## src/rtl/core/xor_checked_frame_receiver_core_assert.svh

```systemverilog
`ifndef XOR_CHECKED_FRAME_RECEIVER_CORE_ASSERT_SVH
`define XOR_CHECKED_FRAME_RECEIVER_CORE_ASSERT_SVH

// Checks that a condition implies a consequence in the same cycle.
`define XCFR_ASSERT_NOW(label, clk, rst_n, ante, cons, msg) \
    label: assert property (@(posedge clk) disable iff (!rst_n) (ante) |-> (cons)) \
        else $error(msg);

// Checks that a condition implies a consequence in the following cycle.
`define XCFR_ASSERT_NEXT(label, clk, rst_n, ante, cons, msg) \
    label: assert property (@(posedge clk) disable iff (!rst_n) (ante) |=> (cons)) \
        else $error(msg);

`endif

```

## src/rtl/core/xcfr_pkg.sv

```systemverilog
package xcfr_pkg;

    localparam logic [7:0] HDR_FIRST  = 8'h53;
    localparam logic [7:0] HDR_SECOND = 8'h43;

    localparam logic [2:0] LEADER_END   = 3'(3 + 3);
    localparam logic [2:0] FOLLOWER_END = 3'(3 + 4);

    localparam logic [1:0] REG_ROLE        = 2'd0;
    localparam logic [1:0] REG_FINISH_MASK = 2'd1;
    localparam logic [1:0] REG_LOST_MASK   = 2'd2;
    localparam logic [1:0] REG_READY_MASK  = 2'd3;

    localparam logic       ROLE_RESET        = 1'b0;
    localparam logic [7:0] FINISH_MASK_RESET = 8'd1;
    localparam logic [7:0] LOST_MASK_RESET   = 8'd2;
    localparam logic [7:0] READY_MASK_RESET  = 8'd4;

    typedef struct packed {
        logic       role;
        logic [7:0] finish_mask;
        logic [7:0] lost_mask;
        logic [7:0] ready_mask;
    } cfg_t;

    // Sets every mask bit when the source hits the mask, else clears them.
    function automatic logic [7:0] apply_mask(input logic [7:0] flags,
                                              input logic [7:0] src,
                                              input logic [7:0] mask);
        logic [7:0] result;
        if ((src & mask) != 8'd0)
        begin
            result = flags | mask;
        end
        else
        begin
            result = flags & ~mask;
        end
        return result;
    endfunction

endpackage

```

## src/rtl/core/xcfr_if.sv

```systemverilog
interface xcfr_rx_if;
    logic       valid;
    logic       ready;
    logic [7:0] rx_byte;

    modport source (output valid, output rx_byte, input ready);
    modport sink (input valid, input rx_byte, output ready);
endinterface

interface xcfr_res_if;
    logic        valid;
    logic        ready;
    logic        frame_ok;
    logic [15:0] distance;
    logic [7:0]  flag_bits;
    logic [7:0]  track_type;

    modport source (output valid, output frame_ok, output distance, output flag_bits,
                    output track_type, input ready);
    modport sink (input valid, input frame_ok, input distance, input flag_bits,
                  input track_type, output ready);
endinterface

```

## src/rtl/core/xor_checked_frame_receiver_core.sv

```systemverilog
// Frame receiver for 'S','C' framed packets with an XOR checksum.
// The rx channel carries one received byte per beat; the res channel carries
// one beat per completed frame with the pass flag and the held distance, flag
// byte and track type as they stand after that frame. Bytes that do not end a
// frame produce no result beat.
// An APB port holds the role and the three flag masks at word addresses 0 to 3.
// Each rx beat is processed in the cycle it is accepted, and the result beat
// is presented from an output register in the next cycle. A new byte can be
// accepted in every cycle unless a full result register stalls rx, as below.
// If the result register is full and res.ready is low, rx.ready drops until
// the pending beat is taken; no beat is lost or repeated.
// Reset returns the parser to the header hunt, clears the checksum and held
// values, empties the result register and loads the register defaults.
module xor_checked_frame_receiver_core (
    input  logic          clk,
    input  logic          rst_n,
    xcfr_rx_if.sink       rx,
    xcfr_res_if.source    res,
    input  logic          psel,
    input  logic          penable,
    input  logic          pwrite,
    input  logic [3:0]    paddr,
    input  logic [31:0]   pwdata,
    output logic [31:0]   prdata,
    output logic          pready
);
    import xcfr_pkg::*;

    cfg_t       cfg_reg;
    logic       cfg_write;
    logic [1:0] reg_index;

    assign pready    = 1'b1;
    assign reg_index = paddr[3:2];
    assign cfg_write = psel && penable && pwrite;

    always_ff @(posedge clk or negedge rst_n)
    begin
        if (!rst_n)
        begin
            cfg_reg.role        <= ROLE_RESET;
            cfg_reg.finish_mask <= FINISH_MASK_RESET;
            cfg_reg.lost_mask   <= LOST_MASK_RESET;
            cfg_reg.ready_mask  <= READY_MASK_RESET;
        end
        else if (cfg_write)
        begin
            case (reg_index)
                REG_ROLE:        cfg_reg.role        <= pwdata[0];
                REG_FINISH_MASK: cfg_reg.finish_mask <= pwdata[7:0];
                REG_LOST_MASK:   cfg_reg.lost_mask   <= pwdata[7:0];
                REG_READY_MASK:  cfg_reg.ready_mask  <= pwdata[7:0];
                default:         ;
            endcase
        end
    end

    always_comb
    begin
        case (reg_index)
            REG_ROLE:        prdata = {31'd0, cfg_reg.role};
            REG_FINISH_MASK: prdata = {24'd0, cfg_reg.finish_mask};
            REG_LOST_MASK:   prdata = {24'd0, cfg_reg.lost_mask};
            REG_READY_MASK:  prdata = {24'd0, cfg_reg.ready_mask};
            default:         prdata = 32'd0;
        endcase
    end

    xcfr_parser u_parser (
        .clk            (clk),
        .rst_n          (rst_n),
        .cfg            (cfg_reg),
        .in_valid       (rx.valid),
        .in_ready       (rx.ready),
        .in_byte        (rx.rx_byte),
        .out_valid      (res.valid),
        .out_ready      (res.ready),
        .out_frame_ok   (res.frame_ok),
        .out_distance   (res.distance),
        .out_flag_bits  (res.flag_bits),
        .out_track_type (res.track_type)
    );

endmodule

```

## src/rtl/core/xcfr_parser.sv

```systemverilog
`include "xor_checked_frame_receiver_core_assert.svh"

module xcfr_parser (
    input  logic          clk,
    input  logic          rst_n,
    input  xcfr_pkg::cfg_t cfg,
    input  logic          in_valid,
    output logic          in_ready,
    input  logic [7:0]    in_byte,
    output logic          out_valid,
    input  logic          out_ready,
    output logic          out_frame_ok,
    output logic [15:0]   out_distance,
    output logic [7:0]    out_flag_bits,
    output logic [7:0]    out_track_type
);
    import xcfr_pkg::*;

    localparam logic [2:0] POS_HUNT_S   = 3'd0;
    localparam logic [2:0] POS_HUNT_C   = 3'd1;
    localparam logic [2:0] POS_DIST_HI  = 3'd2;
    localparam logic [2:0] POS_DIST_LO  = 3'd3;
    localparam logic [2:0] POS_FLAG_SRC = 3'd4;
    localparam logic [2:0] POS_TRACK    = 3'd5;

    logic [2:0]  pos_reg, pos_next;
    logic [7:0]  xor_reg, xor_next;
    logic [7:0]  dist_hi_reg, dist_hi_next;
    logic [7:0]  dist_lo_reg, dist_lo_next;
    logic [7:0]  flag_src_reg, flag_src_next;
    logic [7:0]  track_src_reg, track_src_next;
    logic [15:0] held_dist_reg, held_dist_next;
    logic [7:0]  held_flags_reg, held_flags_next;
    logic [7:0]  held_track_reg, held_track_next;
    logic        out_valid_reg;
    logic        ok_reg;
    logic [15:0] dist_out_reg;
    logic [7:0]  flags_out_reg;
    logic [7:0]  track_out_reg;

    logic        accept;
    logic        emit;
    logic        ok;
    logic [7:0]  xor_cur;
    logic [2:0]  pos_inc;
    logic [2:0]  end_pos;

    assign in_ready = !out_valid_reg || out_ready;
    assign accept   = in_valid && in_ready;

    always_comb
    begin
        pos_next        = pos_reg;
        xor_next        = xor_reg;
        dist_hi_next    = dist_hi_reg;
        dist_lo_next    = dist_lo_reg;
        flag_src_next   = flag_src_reg;
        track_src_next  = track_src_reg;
        held_dist_next  = held_dist_reg;
        held_flags_next = held_flags_reg;
        held_track_next = held_track_reg;
        emit            = 1'b0;
        ok              = 1'b0;
        xor_cur         = (pos_reg == POS_DIST_HI) ? 8'd0 : xor_reg;
        pos_inc         = pos_reg + 3'd1;
        end_pos         = cfg.role ? FOLLOWER_END : LEADER_END;
        case (pos_reg)
            POS_HUNT_S:
            begin
                if (in_byte == HDR_FIRST)
                begin
                    pos_next = POS_HUNT_C;
                end
            end
            POS_HUNT_C:
            begin
                pos_next = (in_byte == HDR_SECOND) ? POS_DIST_HI : POS_HUNT_S;
            end
            default:
            begin
                case (pos_reg)
                    POS_DIST_HI:  dist_hi_next   = in_byte;
                    POS_DIST_LO:  dist_lo_next   = in_byte;
                    POS_FLAG_SRC: flag_src_next  = in_byte;
                    POS_TRACK:    track_src_next = in_byte;
                    default:      ;
                endcase
                if (pos_inc < end_pos)
                begin
                    xor_next = xor_cur ^ in_byte;
                    pos_next = pos_inc;
                end
                else
                begin
                    emit     = 1'b1;
                    ok       = (in_byte == xor_cur);
                    xor_next = xor_cur;
                    pos_next = POS_HUNT_S;
                    if (ok)
                    begin
                        held_dist_next = {dist_hi_reg, dist_lo_reg};
                        if (!cfg.role)
                        begin
                            held_flags_next = apply_mask(held_flags_reg, flag_src_reg,
                                                         cfg.finish_mask);
                        end
                        else
                        begin
                            held_flags_next = apply_mask(
                                apply_mask(held_flags_reg, flag_src_reg, cfg.lost_mask),
                                flag_src_reg, cfg.ready_mask);
                            held_track_next = track_src_reg;
                        end
                    end
                end
            end
        endcase
    end

    always_ff @(posedge clk or negedge rst_n)
    begin
        if (!rst_n)
        begin
            pos_reg        <= POS_HUNT_S;
            xor_reg        <= 8'd0;
            held_dist_reg  <= 16'd0;
            held_flags_reg <= 8'd0;
            held_track_reg <= 8'd0;
            out_valid_reg  <= 1'b0;
        end
        else
        begin
            if (accept)
            begin
                pos_reg        <= pos_next;
                xor_reg        <= xor_next;
                held_dist_reg  <= held_dist_next;
                held_flags_reg <= held_flags_next;
                held_track_reg <= held_track_next;
            end
            if (accept && emit)
            begin
                out_valid_reg <= 1'b1;
            end
            else if (out_ready)
            begin
                out_valid_reg <= 1'b0;
            end
        end
    end

    always_ff @(posedge clk)
    begin
        if (accept)
        begin
            dist_hi_reg   <= dist_hi_next;
            dist_lo_reg   <= dist_lo_next;
            flag_src_reg  <= flag_src_next;
            track_src_reg <= track_src_next;
        end
        if (accept && emit)
        begin
            ok_reg        <= ok;
            dist_out_reg  <= held_dist_next;
            flags_out_reg <= held_flags_next;
            track_out_reg <= held_track_next;
        end
    end

    assign out_valid      = out_valid_reg;
    assign out_frame_ok   = ok_reg;
    assign out_distance   = dist_out_reg;
    assign out_flag_bits  = flags_out_reg;
    assign out_track_type = track_out_reg;

    `XCFR_ASSERT_NOW(a_pos_in_range, clk, rst_n, 1'b1, pos_reg != 3'd7,
        "Frame position reached an unused value.")
    `XCFR_ASSERT_NOW(a_out_matches_held, clk, rst_n, out_valid_reg,
        dist_out_reg == held_dist_reg && flags_out_reg == held_flags_reg
        && track_out_reg == held_track_reg,
        "Pending result differs from the held values.")
    `XCFR_ASSERT_NOW(a_stall_only_when_full, clk, rst_n, !in_ready, out_valid_reg,
        "Input stalled with an empty result register.")
    `XCFR_ASSERT_NEXT(a_bad_second_byte, clk, rst_n,
        accept && pos_reg == POS_HUNT_C && in_byte != HDR_SECOND,
        pos_reg == POS_HUNT_S,
        "A wrong second header byte did not restart the hunt.")

endmodule
```

## src/flat_wrapper.sv

```systemverilog
// flat-port wrapper written by rule: the top's interface ports become plain ports
module xor_checked_frame_receiver_core_flat import xcfr_pkg::*;
  (clk, rst_n, psel, penable, pwrite, paddr, pwdata, prdata, pready, rx_valid, rx_rx_byte, rx_ready, res_valid, res_frame_ok, res_distance, res_flag_bits, res_track_type, res_ready);
  xcfr_rx_if rx_i ();
  xcfr_res_if res_i ();
  input  logic clk;
  input  logic rst_n;
  input  logic psel;
  input  logic penable;
  input  logic pwrite;
  input  logic [3:0] paddr;
  input  logic [31:0] pwdata;
  output logic [31:0] prdata;
  output logic pready;
  input wire logic [$bits(rx_i.valid)-1:0] rx_valid;
  input wire logic [$bits(rx_i.rx_byte)-1:0] rx_rx_byte;
  output wire logic [$bits(rx_i.ready)-1:0] rx_ready;
  output wire logic [$bits(res_i.valid)-1:0] res_valid;
  output wire logic [$bits(res_i.frame_ok)-1:0] res_frame_ok;
  output wire logic [$bits(res_i.distance)-1:0] res_distance;
  output wire logic [$bits(res_i.flag_bits)-1:0] res_flag_bits;
  output wire logic [$bits(res_i.track_type)-1:0] res_track_type;
  input wire logic [$bits(res_i.ready)-1:0] res_ready;
  assign rx_i.valid = rx_valid;
  assign rx_i.rx_byte = rx_rx_byte;
  assign rx_ready = rx_i.ready;
  assign res_valid = res_i.valid;
  assign res_frame_ok = res_i.frame_ok;
  assign res_distance = res_i.distance;
  assign res_flag_bits = res_i.flag_bits;
  assign res_track_type = res_i.track_type;
  assign res_i.ready = res_ready;
  xor_checked_frame_receiver_core u_core (.clk(clk), .rst_n(rst_n), .rx(rx_i), .res(res_i), .psel(psel), .penable(penable), .pwrite(pwrite), .paddr(paddr), .pwdata(pwdata), .prdata(prdata), .pready(pready));
endmodule
```

## config.mk

```make
export PLATFORM = sky130hd
export DESIGN_NAME = xor_checked_frame_receiver_core_flat
export DESIGN_NICKNAME = d
export VERILOG_FILES = /design/src/rtl/core/xcfr_pkg.sv /design/src/rtl/core/xcfr_if.sv /design/src/rtl/core/xor_checked_frame_receiver_core.sv /design/src/rtl/core/xcfr_parser.sv /design/src/flat_wrapper.sv
export VERILOG_INCLUDE_DIRS = /design/src /design/src/rtl/core
export SDC_FILE = /design/constraint.sdc
export NUM_CORES = 1
export LEC_CHECK = 0
export BUFFER_PORTS_ARGS = -buffer_cell sky130_fd_sc_hd__buf_2
export CORE_MARGIN = 10
export CORE_UTILIZATION = 45
export CTS_CLUSTER_DIAMETER = 60
export DETAILED_ROUTE_END_ITERATION = 12
export PLACE_DENSITY = 0.71
export REMOVE_ABC_BUFFERS = 1
export SLEW_MARGIN = 20
export SYNTH_ARGS = -nofsm -noshare
export SYNTH_HDL_FRONTEND = slang
export SYNTH_HIERARCHICAL = 1
export SYNTH_SLANG_ARGS = --single-unit
```

## constraint.sdc

```tcl
create_clock -name clk -period 8.2 [get_ports clk]
set_input_delay 0.41 -clock clk [delete_from_list [all_inputs] [get_ports clk]]
set_output_delay 0.41 -clock clk [all_outputs]
set_load 0.1 [all_outputs]
```

# After elaboration in Yosys (flattened, before gate mapping)
# Cells that the tools add are included.
[classes] n_lt_le_gt_ge=1 mux=30 eq_ne=12 addsub=1 reduce_logical=24 n_bitwise=14
[ops] cell="8-bit 2-to-1 mux" count=17
[ops] cell="32-bit case mux with 4 select lines" count=1
[ops] cell="8-bit AND" count=6
[ops] cell="16-bit 2-to-1 mux" count=3
[ops] cell="8-bit inverter" count=3
[ops] cell="8-bit OR" count=3
[ops] cell="8-bit nonzero test" count=3
[ops] cell="8-bit by 7-bit == test with 1-bit output, second input constant" count=2
[ops] cell="2-bit AND reduction" count=6
[ops] cell="3-bit AND reduction" count=4
[ops] cell="8-bit == test" count=1
[ops] cell="8-bit bitwise XOR" count=1
[ops] cell="3-bit by 2-bit == test with 1-bit output, second input constant" count=2
[ops] cell="3-bit == test, second input constant" count=2
[ops] cell="3-bit 2-to-1 mux" count=2
[ops] cell="3-bit case mux with 2 select lines" count=1
[ops] cell="1-bit 2-to-1 mux" count=5
[ops] cell="2-bit == test, second input constant" count=2
[ops] cell="1-bit logical AND" count=4
[ops] cell="3-bit by 1-bit adder with 3-bit output, second input constant" count=1
[ops] cell="3-bit by 1-bit == test with 1-bit output, second input constant" count=1
[ops] cell="3-bit zero test" count=1
[ops] cell="3-bit < comparator" count=1
[ops] cell="3-bit OR reduction" count=1
[ops] cell="9 further kinds" count=9
[word_totals] elab_cells=100 ff_bits=134 output_inout_bits=68 in_bits=51

# Depth between registers and ports, before layout
# Gate-level depths: netlist (run 1).
[depth] depth_word=13 mapped_depth=11 ltp_nobuf=8

# Modules after synthesis
# The synthesis (run 1) kept the hierarchy.
[modules_own_cells] mod="xcfr_parser" cells_each=379 area_per_inst_um2=5082.4 n_inst=1
[modules_own_cells] mod="xor_checked_frame_receiver_core" cells_each=102 area_per_inst_um2=1361.3 n_inst=1

# Worst setup path after synthesis (run 1)
# OpenSTA, ideal clock, no wires.
[synth_path] path_type="register to register" from="register u_core.u_parser.out_valid_reg, in the netlist u_core/u_parser/out_valid" to="register u_core.u_parser.dist_out_reg[0], in the netlist u_core/u_parser/out_distance[0], enable pin" slack_ps=4137 stages_incl_launch_ff=5 synth_period_minus_slack_ps=4063 t_arrival_ps=3640 setup_time_ps=423 required_ps=7777 path_cell_list="dfrtp_1 > nand2b_1 > and2_0 > o21ai_0 > nor2_1"
[synth_via] elab_chain_len=4
[synth_rtl] element="from (decl)" line_no="xcfr_parser.sv:35" rtl="logic out_valid_reg;"
[synth_rtl] element="from (signal assigned)" line_no="xcfr_parser.sv:129" rtl="out_valid_reg <= 1'b0;"
[synth_rtl] element="from (signal assigned)" line_no="xcfr_parser.sv:143" rtl="out_valid_reg <= 1'b1;"
[synth_rtl] element="from (signal assigned)" line_no="xcfr_parser.sv:147" rtl="out_valid_reg <= 1'b0;"
[synth_rtl] element="1-bit zero test" line_no="xcfr_parser.sv:48" rtl="assign in_ready = !out_valid_reg || out_ready;"
[synth_rtl] element="1-bit logical OR" line_no="xcfr_parser.sv:48"
[synth_rtl] element="net rx_ready" line_no="flat_wrapper.sv:17" rtl="output wire logic [$bits(rx_i.ready)-1:0] rx_ready;"
[synth_rtl] element="1-bit logical AND" line_no="xcfr_parser.sv:49" rtl="assign accept = in_valid && in_ready;"
[synth_rtl] element="1-bit logical AND" line_no="xcfr_parser.sv:161" rtl="if (accept && emit)"
[synth_rtl] element="to (signal assigned)" line_no="xcfr_parser.sv:164" rtl="dist_out_reg <= held_dist_next;"
[synth_rtl] element="to (decl)" line_no="xcfr_parser.sv:37" rtl="logic [15:0] dist_out_reg;"
# The timed path passes the listed nets, and every way through them passes these cells.
# A chain may end at the register's enable or synchronous reset.

# Final worst setup path (run 1)
[layout_path] from="register u_core.u_parser.pos_reg[1]" to="register u_core.u_parser.dist_out_reg[6], in the netlist u_core/u_parser/out_distance[6], enable pin"
[layout_via] elab_chain_len=5 elab_cells_between_ends=8
[layout_rtl] element="from (decl)" line_no="xcfr_parser.sv:26" rtl="logic [2:0] pos_reg, pos_next;"
[layout_rtl] element="from (signal assigned)" line_no="xcfr_parser.sv:135" rtl="pos_reg <= pos_next;"
[layout_rtl] element="3-bit by 1-bit adder with 3-bit output" line_no="xcfr_parser.sv:65" rtl="pos_inc = pos_reg + 3'd1;"
[layout_rtl] element="3-bit < comparator" line_no="xcfr_parser.sv:88" rtl="if (pos_inc < end_pos)"
[layout_rtl] element="1-bit 2-to-1 mux" line_no="xcfr_parser.sv:88"
[layout_rtl] element="1-bit 2-to-1 mux (*)" line_no="xcfr_parser.sv:67" rtl="case (pos_reg)"
[layout_rtl] element="1-bit logical AND (*)" line_no="xcfr_parser.sv:161"
# Mark *: on every way between the ends. The rest lies on a longest branch, timed or not.

==> key figures, run 1 <==
Run status
  – Result of the run: finished, final reports clean

Power
  – Max rail drop VDD: 159 uV
  – PD cells: 283 nW/um^2
  – Pleak: 0.00313 uW

Drt
  – Detail Route Antenna Nets: 0
  – DR vias/cell: 5.54
  – Total wire length: 14.4 mm
  – DRC viols: 0
  – Post-DR wirelength/cell: 19.4 um
  – Drt first-iter violations: 434
  – TritonRoute pass-1 iters: 6
  – Vias: 4,115

Clock network
  – CTS tree: yes
  – CTS H-tree depth: 4
  – Worst-path clk slew: 0.06 ns
  – TritonCTS Buffers: 17
  – Max Root-Sink Buffers: 2
  – Hold buffers post-CTS: 0
  – Setup bufs post-CTS: 0
  – CTS root buf: clkbuf_16
  – Skew-Pair Late Insertion Delay: 0.42 ns
  – CTS resizes: 0
  – Sink Count: 134

GRT
  – Largest net degree at the start of global routing: 70
  – Gr usage total: 0.148
  – Initial antenna violation count: 0
  – Vias in the first global route: 4,334
  – Grt ovf: 0
  – First-pass GRT wire length: 23.2 mm

Critical path
  – Data arrival time of the worst path: 2.99 ns
  – Startpoint types: register
  – FF-to-FF Start: u_core/u_parser/pos_reg[1]$_DFFE_PN0P_
  – Setup Crit Path Kind: reg -> reg
  – R2R depth: 5
  – CP required: 8.24 ns
  – Critical R2R Capture: u_core/u_parser/out_distance[6]$_DFFE_PP_
  – R2R Setup Slk: 5.25 ns
  – Crit. End Element: register
  – Critical-path maximum fanout: 33

Synthesis
  – Unique masters post-synth: 52
  – Mapped Area: 6440 um^2
  – Top cells by area, synth: edfxtp_1 30%, dfrtp_1 26%, mux2_2 13%
  – Syn Inst Count: 481
  – Warnings, synthesis: 6
  – Ys flop type: dfrtp_1
  – Seq/Total Area, Yosys: 0.571
  – Post-synthesis async set-or-reset flop share: 0.515
  – Top cell type's share of synthesized area: 0.303
  – Top cell type by total area after synthesis: edfxtp_1
  – Avg Cell Area, Syn: 13.4 um^2
  – Number of flops mapped to enable cells by yosys: 65
  – #FFs+latches synth: 134

STA
  – Fmax: 0.339 GHz
  – Final min period: 2.95 ns
  – Relative slew slack: 0.240
  – Final Max Tran Viols: 0
  – Finish-stage setup viols: 0
  – Final period utilization: 0.360
  – Post-Route Setup TNS: 0 ns
  – Unrepaired setup endpoints after global routing: no
  – Final Hold Fails: 0
  – Clock Skew: 0.00562 ns
  – Least-Margin Pin Slew: 1.14 ns

Die
  – Core area: 13,900 um^2
  – Height of the chip: 140 um
  – Die Footprint: 19,500 um^2
  – # rows: 43
  – Initial core utilization: 0.462
  – Die X: 140 um
  – # IOs: 119

Placed design
  – I/O Buffers: 67
  – Placed Instances: 710
  – Area after DPL: 6840 um^2
  – GP Congestion: 0.873
  – Post-DP HPWL: 9.46 mm

Final layout
  – Synth-to-layout area growth: 15.4%
  – Most frequent cells in the layout: 74 x mux2_2, 67 x buf_2, 66 x dfrtp_1
  – N_diodes: 0
  – Final instance area: 7430 um^2
  – Max reg flops: 25
  – Share of layout cells above drive strength 1: 0.366
  – Commonest non-fill, non-tap cell in the layout: mux2_2
  – Finished Layout Cells: 743
  – Filler instances: 1,154
  – Total Nets Final: 606

Run
  – Max cap viols: 0

Worst hold path
  – Worst Hold Class: in -> async
## cells by family after synthesis
kind of cell / count (synthesis) / share of synthesized area
flip-flops: 134 / 0.571
multiplexers: 105 / 0.186
AO/OA/AOI/OAI: 88 / 0.0936
AND/OR/NAND/NOR: 79 / 0.0748
buffers and inverters: 64 / 0.0583
adder cells (fa/ha/maj): 5 / 0.00971
XOR/XNOR: 4 / 0.00544
other: 2 / 0.00117
## synthesized netlist by cell type (3+ instances only)
master	n
a211oi_1	7
a21oi_1	21
a22o_1	9
a22oi_1	11
a31oi_1	8
buf_2	3
buf_4	28
clkbuf_1	11
dfrtp_1	66
dfstp_2	3
edfxtp_1	65
ha_1	5
inv_1	19
mux2_2	74
mux2_4	8
mux2i_1	22
nand2_1	18
nand2b_1	3
nand4_1	6
nor2_1	25
nor3_1	3
o21a_1	4
o21ai_0	12
o22ai_1	7
o311ai_2	3
xnor2_1	4
## where the power goes
part | internal (uW) | switching [uW]
combinational | 161 | 334
clock | 474 | 280
sequential | 769 | 83.7
total | 1400 | 698
## per-layer routing
layer,wire (um),global-route usage,up-vias
li1,-,-,1882
met1,6090,0.179,2043
met2,7190,0.240,169
met3,882,0.0483,21
met4,250,0.0576,0
met5,0,0,-
## worst max-delay path, cell delays in order, from the launching register on
cell and delay (ns):
dfrtp_1 0.45, inv_1 0.10, ha_1 0.30, a21boi_0 0.31, nand2b_2 0.43, nor2_4 0.96
## worst max path at each step
stage                                                       from                                    endpoint  slack, ns
after global placement    u_core/u_parser/pos_reg[1]$_DFFE_PN0P_  u_core/u_parser/out_distance[13]$_DFFE_PP_       5.08
final                     u_core/u_parser/pos_reg[1]$_DFFE_PN0P_   u_core/u_parser/out_distance[6]$_DFFE_PP_       5.25
after detailed placement  u_core/u_parser/pos_reg[1]$_DFFE_PN0P_  u_core/u_parser/out_distance[15]$_DFFE_PP_       4.95
after global routing      u_core/u_parser/pos_reg[1]$_DFFE_PN0P_   u_core/u_parser/out_distance[6]$_DFFE_PP_       5.09
after CTS                 u_core/u_parser/pos_reg[1]$_DFFE_PN0P_   u_core/u_parser/out_distance[6]$_DFFE_PP_       4.92
after floorplan            u_core/u_parser/out_valid$_DFFE_PN0P_   u_core/u_parser/out_distance[0]$_DFFE_PP_       4.14
## stage by stage
stage	utilization	setup slack [ns]	power (uW)	hold WS, ns
floorplan	-	4.14	1230	0.114
global placement	0.491	5.08	1320	0.481
detailed placement	0.491	4.95	1350	0.490
CTS	0.533	4.92	2110	0.234
global route	0.533	5.09	2200	0.242
finish	0.533	5.25	2100	0.199
## final cells by class
cell class	count	area, um^2	share of cell area
repair buffers	72	370	0.0498
inverters	19	71.3	0.00959
well taps	180	225	0.0303
clock inverters	14	160	0.0215
multi-input cells	306	2490	0.336
flip-flops and latches	134	3680	0.495
clock buffers	18	429	0.0577
Power figures use the tool's default switching activity.
==> inputs of run 2 (changes only) <==
--- a/config.mk
+++ b/config.mk
@@ -6,6 +6,7 @@
 export SDC_FILE = /design/constraint.sdc
 export NUM_CORES = 1
 export LEC_CHECK = 0
+export ABC_AREA = 1
 export BUFFER_PORTS_ARGS = -buffer_cell sky130_fd_sc_hd__buf_2
 export CORE_MARGIN = 10
 export CORE_UTILIZATION = 45
==> constraint.sdc (replaced) <==
create_clock -name clk -period 2.9 [get_ports clk]
set_input_delay 0.145 -clock clk [delete_from_list [all_inputs] [get_ports clk]]
set_output_delay 0.145 -clock clk [all_outputs]
set_load 0.1 [all_outputs]
==> run 2 against run 1 <==
Effect of this change:
- hold slack worse by 0.16 ns
- synthesized cell count up 57%
- count of clock-buffer cells in the layout up 2
- utilization rose by 0.24 points
- wire length rose by 5.2%
==> key figures, run 2 <==
Synthesis
  – Ys flop type: dfrtp_1 (unchanged)
  – Top cell type by total area after synthesis: edfxtp_1 (unchanged)
  – Top cells by area, synth: edfxtp_1 30%, dfrtp_1 25%, nand2_1 20% (was edfxtp_1 30%, dfrtp_1 26%, mux2_2 13%)
  – Avg Cell Area, Syn: 8.67 um^2 (was 13.4 um^2)
  – Top cell type's share of synthesized area: 0.298 (was 0.303)
  – #FFs+latches synth: 134 (unchanged)
  – Number of flops mapped to enable cells by yosys: 65 (unchanged)
  – Most frequent cell after synthesis: nand2_1 (was mux2_2)
  – Warnings, synthesis: 6 (unchanged)
  – Seq/Total Area, Yosys: 0.562 (was 0.571)
  – Unique masters post-synth: 38 (was 52)
  – Mapped Area: 6560 um^2 (was 6440 um^2)
  – Most frequent cells after synthesis: 347 x nand2_1, 66 x dfrtp_1, 65 x edfxtp_1 (was 74 x mux2_2, 66 x dfrtp_1, 65 x edfxtp_1)
  – Syn Inst Count: 756 (was 481)
  – Post-synthesis async set-or-reset flop share: 0.515 (unchanged)

Critical path
  – Startpoint types: register (unchanged)
  – Slowest CP cell: dfrtp_1 (was nor2_4)
  – Crit. End Element: register (unchanged)
  – Top cell family by delay on the critical path: simple AND/OR/NAND/NOR gates (unchanged)
  – Critical path's most frequent cell: nand2_1
  – Setup Crit Path Kind: reg -> reg (unchanged)
  – CP peak stage delay: 0.41 ns (was 0.96 ns)
  – CP cell instances: inv_1 -> ha_1 -> nand2_4 -> nand2_1 -> nand2_1 -> nand2_1 -> nand2_1 -> nor2_4 -> nand3_4 -> clkinv_2 -> nand2_1 -> and2_1 (was inv_1 -> ha_1 -> a21boi_0 -> nand2b_2 -> nor2_4)
  – Data arrival time of the worst path: 2.67 ns (was 2.99 ns)
  – CP required: 3.07 ns (was 8.24 ns)
  – Critical-path maximum fanout: 18 (was 33)
  – CP Buf/Inv Count: 2 (was 1)

Clock network
  – CTS root buf: clkbuf_16 (unchanged)
  – Hold buffers post-CTS: 10 (was 0)
  – Setup bufs post-CTS: 0 (unchanged)
  – CTS resizes: 0 (unchanged)
  – Skew-Pair Late Insertion Delay: 0.42 ns (about the same)
  – Sink Count: 134 (unchanged)
  – CTS H-tree depth: 4 (unchanged)
  – Worst-path clk slew: 0.06 ns (about the same)
  – TritonCTS Buffers: 17 (unchanged)
  – CTS tree: yes (unchanged)
  – Max Root-Sink Buffers: 2 (unchanged)

Run
  – Max cap viols: 0 (unchanged)

STA
  – Worst Slack Setup Final: 0.401 ns (was 5.25 ns)
  – Post-Route Setup TNS: 0 ns (unchanged)
  – Final min period: 2.50 ns (was 2.95 ns)
  – Fmax: 0.400 GHz (was 0.339 GHz)
  – Least-Margin Pin Slew: 0.829 ns (was 1.14 ns)
  – Final Max Tran Viols: 0 (unchanged)
  – Final Hold Fails: 0 (unchanged)
  – Unrepaired setup endpoints after global routing: no (unchanged)
  – Finish-stage setup viols: 0 (unchanged)
  – Relative slew slack: 0.447 (was 0.240)
  – Final period utilization: 0.862 (was 0.360)
  – Clock Skew: 0.0111 ns (was 0.00562 ns)

GRT
  – Initial antenna violation count: 0 (unchanged)
  – Largest net degree at the start of global routing: 38 (was 70)
  – Grt ovf: 0 (unchanged)
  – Gr usage total: 0.155 (was 0.148)
  – Vias in the first global route: 4,865 (was 4,334)
  – First-pass GRT wire length: 24.9 mm (was 23.2 mm)

Die
  – # rows: 44 (was 43)
  – Height of the chip: 141 um (was 140 um)
  – Core area: 14,400 um^2 (was 13,900 um^2)
  – Die Footprint: 19,800 um^2 (was 19,500 um^2)
  – # IOs: 119 (unchanged)
  – Initial core utilization: 0.455 (was 0.462)
  – Die X: 141 um (was 140 um)

Drt
  – Total wire length: 15.2 mm (was 14.4 mm)
  – Post-DR wirelength/cell: 14.5 um (was 19.4 um)
  – Detail Route Antenna Nets: 0 (unchanged)
  – DRC viols: 0 (unchanged)
  – DR vias/cell: 4.86 (was 5.54)
  – Drt first-iter violations: 375 (was 434)
  – TritonRoute pass-1 iters: 5 (was 6)
  – Vias: 5,073 (was 4,115)

Final layout
  – Commonest non-fill, non-tap cell in the layout: nand2_1 (was mux2_2)
  – Synth-to-layout area growth: 17.9% (was 15.4%)
  – Max reg flops: 25 (unchanged)
  – Most frequent cells in the layout: 347 x nand2_1, 67 x buf_2, 66 x dfrtp_1 (was 74 x mux2_2, 67 x buf_2, 66 x dfrtp_1)
  – Share of layout cells above drive strength 1: 0.175 (was 0.366)
  – Filler instances: 1,311 (was 1,154)
  – Total Nets Final: 902 (was 606)

Placed design
  – GP Congestion: 0.887 (was 0.873)
  – DP Worst Slack: 0.424 ns (was 4.95 ns)
  – Post-DP HPWL: 10.4 mm (was 9.46 mm)
  – I/O Buffers: 67 (unchanged)

Run status
  – Result of the run: finished, final reports clean (unchanged)

Power
  – Pleak: 0.00386 uW (was 0.00313 uW)
  – Max rail drop VDD: 646 uV (was 159 uV)
  – PD cells: 925 nW/um^2 (was 283 nW/um^2)

Worst hold path
  – Worst Hold Class: in -> reg (was in -> async)
## run 2: final cells by class
type | instances | area, um^2 | area share
well taps | 184 | 230 | 0.0298
repair buffers | 86 | 515 | 0.0667
diodes | 1 | 2.50 | 0.000324
multi-input cells | 548 | 2480 | 0.320
clock inverters | 12 | 143 | 0.0185
clock buffers | 20 | 457 | 0.0591
flip-flops and latches | 134 | 3680 | 0.476
inverters | 59 | 223 | 0.0288
## run 2: final timing paths
check / startpoint / endpoint / slack [ns] / depth (start not counted)
worst max-delay path: u_core/u_parser/pos_reg[0]$_DFFE_PN0P_ / u_core/u_parser/out_flag_bits[2]$_DFFE_PP_ / 0.40 / 12
worst min-delay path: rx_rx_byte[2] / u_core/u_parser/track_src_reg[2]$_DFFE_PP_ / 0.04 / 1
worst max register to register: u_core/u_parser/pos_reg[0]$_DFFE_PN0P_ / u_core/u_parser/out_flag_bits[2]$_DFFE_PP_ / 0.40 / 12
worst min register to register: u_core/u_parser/held_track_reg[3]$_DFFE_PN0P_ / u_core/u_parser/held_track_reg[3]$_DFFE_PN0P_ / 0.48 / 2
max in group asynchronous: rst_n / u_core/cfg_reg[2]$_DFFE_PN1P_ / 1.79 / 3
min in group asynchronous: rst_n / u_core/cfg_reg[14]$_DFFE_PN0P_ / 0.36 / 2
## run 2: stage by stage
step | util | power, uW | std cells | hold WS [ns] | cell area (um^2)
2_1_floorplan | - | 4500 | 741 | -0.151 | 6380
3_3_place_gp | 0.487 | 4970 | 1001 | 0.282 | 7030
3_5_place_dp | 0.487 | 5010 | 1001 | 0.293 | 7030
4_1_cts | 0.536 | 7190 | 1043 | 0.0311 | 7730
5_1_grt | 0.536 | 7580 | 1043 | 0.0275 | 7730
6_report | 0.536 | 7150 | 1044 | 0.0424 | 7730
## run 2: where the power goes
| part | switching, uW | internal (uW) | leakage (uW) | total (uW) |
|---|---|---|---|---|
| Combinational | 1720 | 598 | 0.00206 | 2310 |
| Sequential | 266 | 2420 | 0.00150 | 2690 |
| Clock | 827 | 1320 | 0.000292 | 2150 |
## run 2: cells by family (layout without fill, tap and decap cells)
| group | Yosys count | after routing | share of synthesized area |
|---|---|---|---|
| flops | 134 | 134 | 0.562 |
| fa+ha+maj | 5 | 5 | 0.00954 |
| other cells | 2 | 26 | 0.00115 |
| buf+inv | 97 | 177 | 0.0739 |
| compound gates | 45 | 45 | 0.0429 |
| simple gates | 473 | 473 | 0.311 |
## run 2: per-layer routing
layer  GRT usage  part of all wire  vias up
met3      0.0457             0.071       26
li1            -                 -     2558
met4      0.0554             0.020        0
met2       0.246              0.48      150
met5           0                 0        -
met1       0.197              0.43     2339
==> inputs of run 3 (changes only) <==
--- a/config.mk
+++ b/config.mk
@@ -8,11 +8,13 @@
 export LEC_CHECK = 0
 export ABC_AREA = 1
 export BUFFER_PORTS_ARGS = -buffer_cell sky130_fd_sc_hd__buf_2
+export CELL_PAD_IN_SITES_DETAIL_PLACEMENT = 1
+export CELL_PAD_IN_SITES_GLOBAL_PLACEMENT = 1
 export CORE_MARGIN = 10
-export CORE_UTILIZATION = 45
+export CORE_UTILIZATION = 42
 export CTS_CLUSTER_DIAMETER = 60
 export DETAILED_ROUTE_END_ITERATION = 12
-export PLACE_DENSITY = 0.71
+export PLACE_DENSITY = 0.84
 export REMOVE_ABC_BUFFERS = 1
 export SLEW_MARGIN = 20
 export SYNTH_ARGS = -nofsm -noshare
==> constraint.sdc (replaced) <==
create_clock -name clk -period 2.9 [get_ports clk]
set_input_delay 0.435 -clock clk [delete_from_list [all_inputs] [get_ports clk]]
set_output_delay 0.435 -clock clk [all_outputs]
set_load 0.1 [all_outputs]
==> run 3 against run 2 <==
Effect of this change:
- the flow now finishes with violations (negative hold slack)
- sequential share of layout area increased by 0.41 points
- utilization shrank 3.4 points
- clock skew is essentially flat
- critical path depth did not move
- die area rose by 6.1%
- sequential power hardly changed
- critical path type unchanged
- critical endpoint unchanged
==> key figures, run 3 (synthesized netlist as in run 2, its figures left out) <==
Run status
  – Result of the run: finished, violations left (was finished, final reports clean)
  – Failing checks: negative hold slack

Worst hold path
  – Worst Hold Class: in -> async (was in -> reg)

Critical path
  – Crit. End Element: register (unchanged)
  – Setup Crit Path Kind: reg -> reg (unchanged)
  – Top cell family by delay on the critical path: simple AND/OR/NAND/NOR gates (unchanged)
  – CP required: 3.08 ns (was 3.07 ns)
  – R2R Setup Slk: 0.23 ns (was 0.40 ns)
  – Critical R2R Capture: u_core/u_parser/out_flag_bits[2]$_DFFE_PP_ (unchanged)
  – FF-to-FF Start: u_core/u_parser/pos_reg[0]$_DFFE_PN0P_ (unchanged)
  – R2R depth: 12 (unchanged)
  – Slowest CP cell: dfrtp_1 (unchanged)
  – CP cell instances: inv_1 -> ha_1 -> nand2_4 -> nand2_1 -> nand2_1 -> nand2_1 -> nand2_1 -> nor2_4 -> nand3_4 -> clkinv_2 -> nand2_1 -> and2_1 (unchanged)
  – Critical path's most frequent cell: nand2_1 (unchanged)
  – Setup crit start: u_core/u_parser/pos_reg[0]$_DFFE_PN0P_ (unchanged)
  – Startpoint types: register (unchanged)
  – CP Buf/Inv Count: 2 (unchanged)
  – Critical-path maximum fanout: 18 (unchanged)
  – Data arrival time of the worst path: 2.85 ns (was 2.67 ns)
  – CP peak stage delay: 0.41 ns (about the same)
  – Critical Path Stages: 12 (unchanged)

Placed design
  – DP Worst Slack: 0.349 ns (was 0.424 ns)
  – I/O Buffers: 67 (unchanged)
  – GP Congestion: 0.846 (was 0.887)
  – Placed Instances: 1,030 (was 1,001)
  – Post-DP HPWL: 13.2 mm (was 10.4 mm)

STA
  – Final Max Tran Viols: 0 (unchanged)
  – Final min period: 2.67 ns (was 2.50 ns)
  – Worst Slack Setup Final: 0.229 ns (was 0.401 ns)
  – Least-Margin Pin Slew: 0.812 ns (was 0.829 ns)
  – Final period utilization: 0.921 (was 0.862)
  – Clock Skew: 0.0110 ns (was 0.0111 ns)
  – Final Hold Fails: 7 (was 0)
  – Finish-stage setup viols: 0 (unchanged)
  – Unrepaired setup endpoints after global routing: no (unchanged)
  – Fmax: 0.374 GHz (was 0.400 GHz)
  – Worst hold margin: -0.00784 ns (was 0.0424 ns)
  – Relative slew slack: 0.456 (was 0.447)

Final layout
  – Share of layout cells above drive strength 1: 0.177 (was 0.175)
  – N_diodes: 0 (was 1)
  – Synth-to-layout area growth: 16.9% (was 17.9%)
  – Most frequent cells in the layout: 347 x nand2_1, 67 x buf_2, 66 x dfrtp_1 (unchanged)
  – Max reg flops: 25 (unchanged)
  – Finished Layout Cells: 1,062 (was 1,044)
  – Total Nets Final: 894 (was 902)
  – Commonest non-fill, non-tap cell in the layout: nand2_1 (unchanged)
  – Post-layout util: 0.502 (was 0.536)

Clock network
  – Worst-path clk slew: 0.06 ns (about the same)
  – CTS tree: yes (unchanged)
  – CTS H-tree depth: 4 (unchanged)
  – Skew-Pair Late Insertion Delay: 0.42 ns (about the same)
  – CTS resizes: 0 (unchanged)
  – CTS root buf: clkbuf_16 (unchanged)
  – Max Root-Sink Buffers: 2 (unchanged)
  – Sink Count: 134 (unchanged)
  – Setup bufs post-CTS: 0 (unchanged)
  – TritonCTS Buffers: 17 (unchanged)
  – Hold buffers post-CTS: 0 (was 10)

Drt
  – Detail Route Antenna Nets: 0 (unchanged)
  – Drt first-iter violations: 417 (was 375)
  – Vias: 5,414 (was 5,073)
  – Post-DR wirelength/cell: 18.1 um (was 14.5 um)
  – Total wire length: 19.2 mm (was 15.2 mm)
  – DR vias/cell: 5.10 (was 4.86)
  – DRC viols: 0 (unchanged)
  – TritonRoute pass-1 iters: 5 (unchanged)

GRT
  – Gr usage total: 0.180 (was 0.155)
  – Vias in the first global route: 5,838 (was 4,865)
  – First-pass GRT wire length: 30.7 mm (was 24.9 mm)
  – Initial antenna violation count: 1 (was 0)
  – Grt ovf: 0 (unchanged)
  – Largest net degree at the start of global routing: 34 (was 38)

Run
  – Max cap viols: 0 (unchanged)

Power
  – Max rail drop VDD: 467 uV (was 646 uV)
  – Pleak: 0.00381 uW (was 0.00386 uW)
  – PD cells: 956 nW/um^2 (was 925 nW/um^2)

Die
  – Height of the chip: 145 um (was 141 um)
  – # rows: 45 (was 44)
  – Die X: 145 um (was 141 um)
  – Die Footprint: 21,000 um^2 (was 19,800 um^2)
  – # IOs: 119 (unchanged)
  – Core area: 15,300 um^2 (was 14,400 um^2)
  – Initial core utilization: 0.430 (was 0.455)
-- run 3: cell types whose count changed in the layout (fill, tap and decap cells not counted), moves of 2 or more --
cell           change
clkinv_4           -2
dlygate4sd3_1     -10
buf_4              +2
inv_6              -3
clkinvlp_4         +3
-- run 3: through the flow --
stage                     TNS (ns)  instance area (um^2)  total power [uW]  hold slack, ns
after floorplan            -116.33                  6380              4500           0.139
after global placement           0                  7080              5010           0.449
after detailed placement         0                  7080              5150           0.447
after CTS                        0                  7660              7340         0.00265
after global routing             0                  7660              7720          0.0281
final                            0                  7660              7330        -0.00784
-- run 3: routing by layer --
metal / GRT usage / up-vias / routed length (um)
met1: 0.207 / 2694 / 8070
met4: 0.0756 / 2 / 357
li1: - / 2556 / -
met2: 0.318 / 135 / 9890
met3: 0.0382 / 27 / 901
met5: 0 / - / 11
-- run 3: power breakdown --
part | leakage, uW | internal [uW] | switching, uW | total, uW
clock | 0.000276 | 1310 | 831 | 2140
combinational | 0.00203 | 599 | 1890 | 2480
sequential | 0.00150 | 2420 | 279 | 2700
-- run 3: how the worst max path moves through the flow --
stage / endpoint / slack, ns
after floorplan: u_core/u_parser/out_distance[0]$_DFFE_PP_ / -1.74
after global placement: u_core/u_parser/out_flag_bits[2]$_DFFE_PP_ / 0.42
after detailed placement: u_core/u_parser/out_flag_bits[2]$_DFFE_PP_ / 0.35
after CTS: u_core/u_parser/out_flag_bits[2]$_DFFE_PP_ / 0.23
after global routing: u_core/u_parser/out_flag_bits[2]$_DFFE_PP_ / 0.08
final: u_core/u_parser/out_flag_bits[2]$_DFFE_PP_ / 0.23
-- run 3: layout make-up --
cell class                      count  area, um^2
Inverter                           59         223
Multi-Input combinational cell    548        2480
Clock inverter                     11         126
Clock buffer                       21         460
Sequential cell                   134        3680
Fill cell                        1848        7600
Timing Repair Buffer               78         430
Tap cell                          211         264
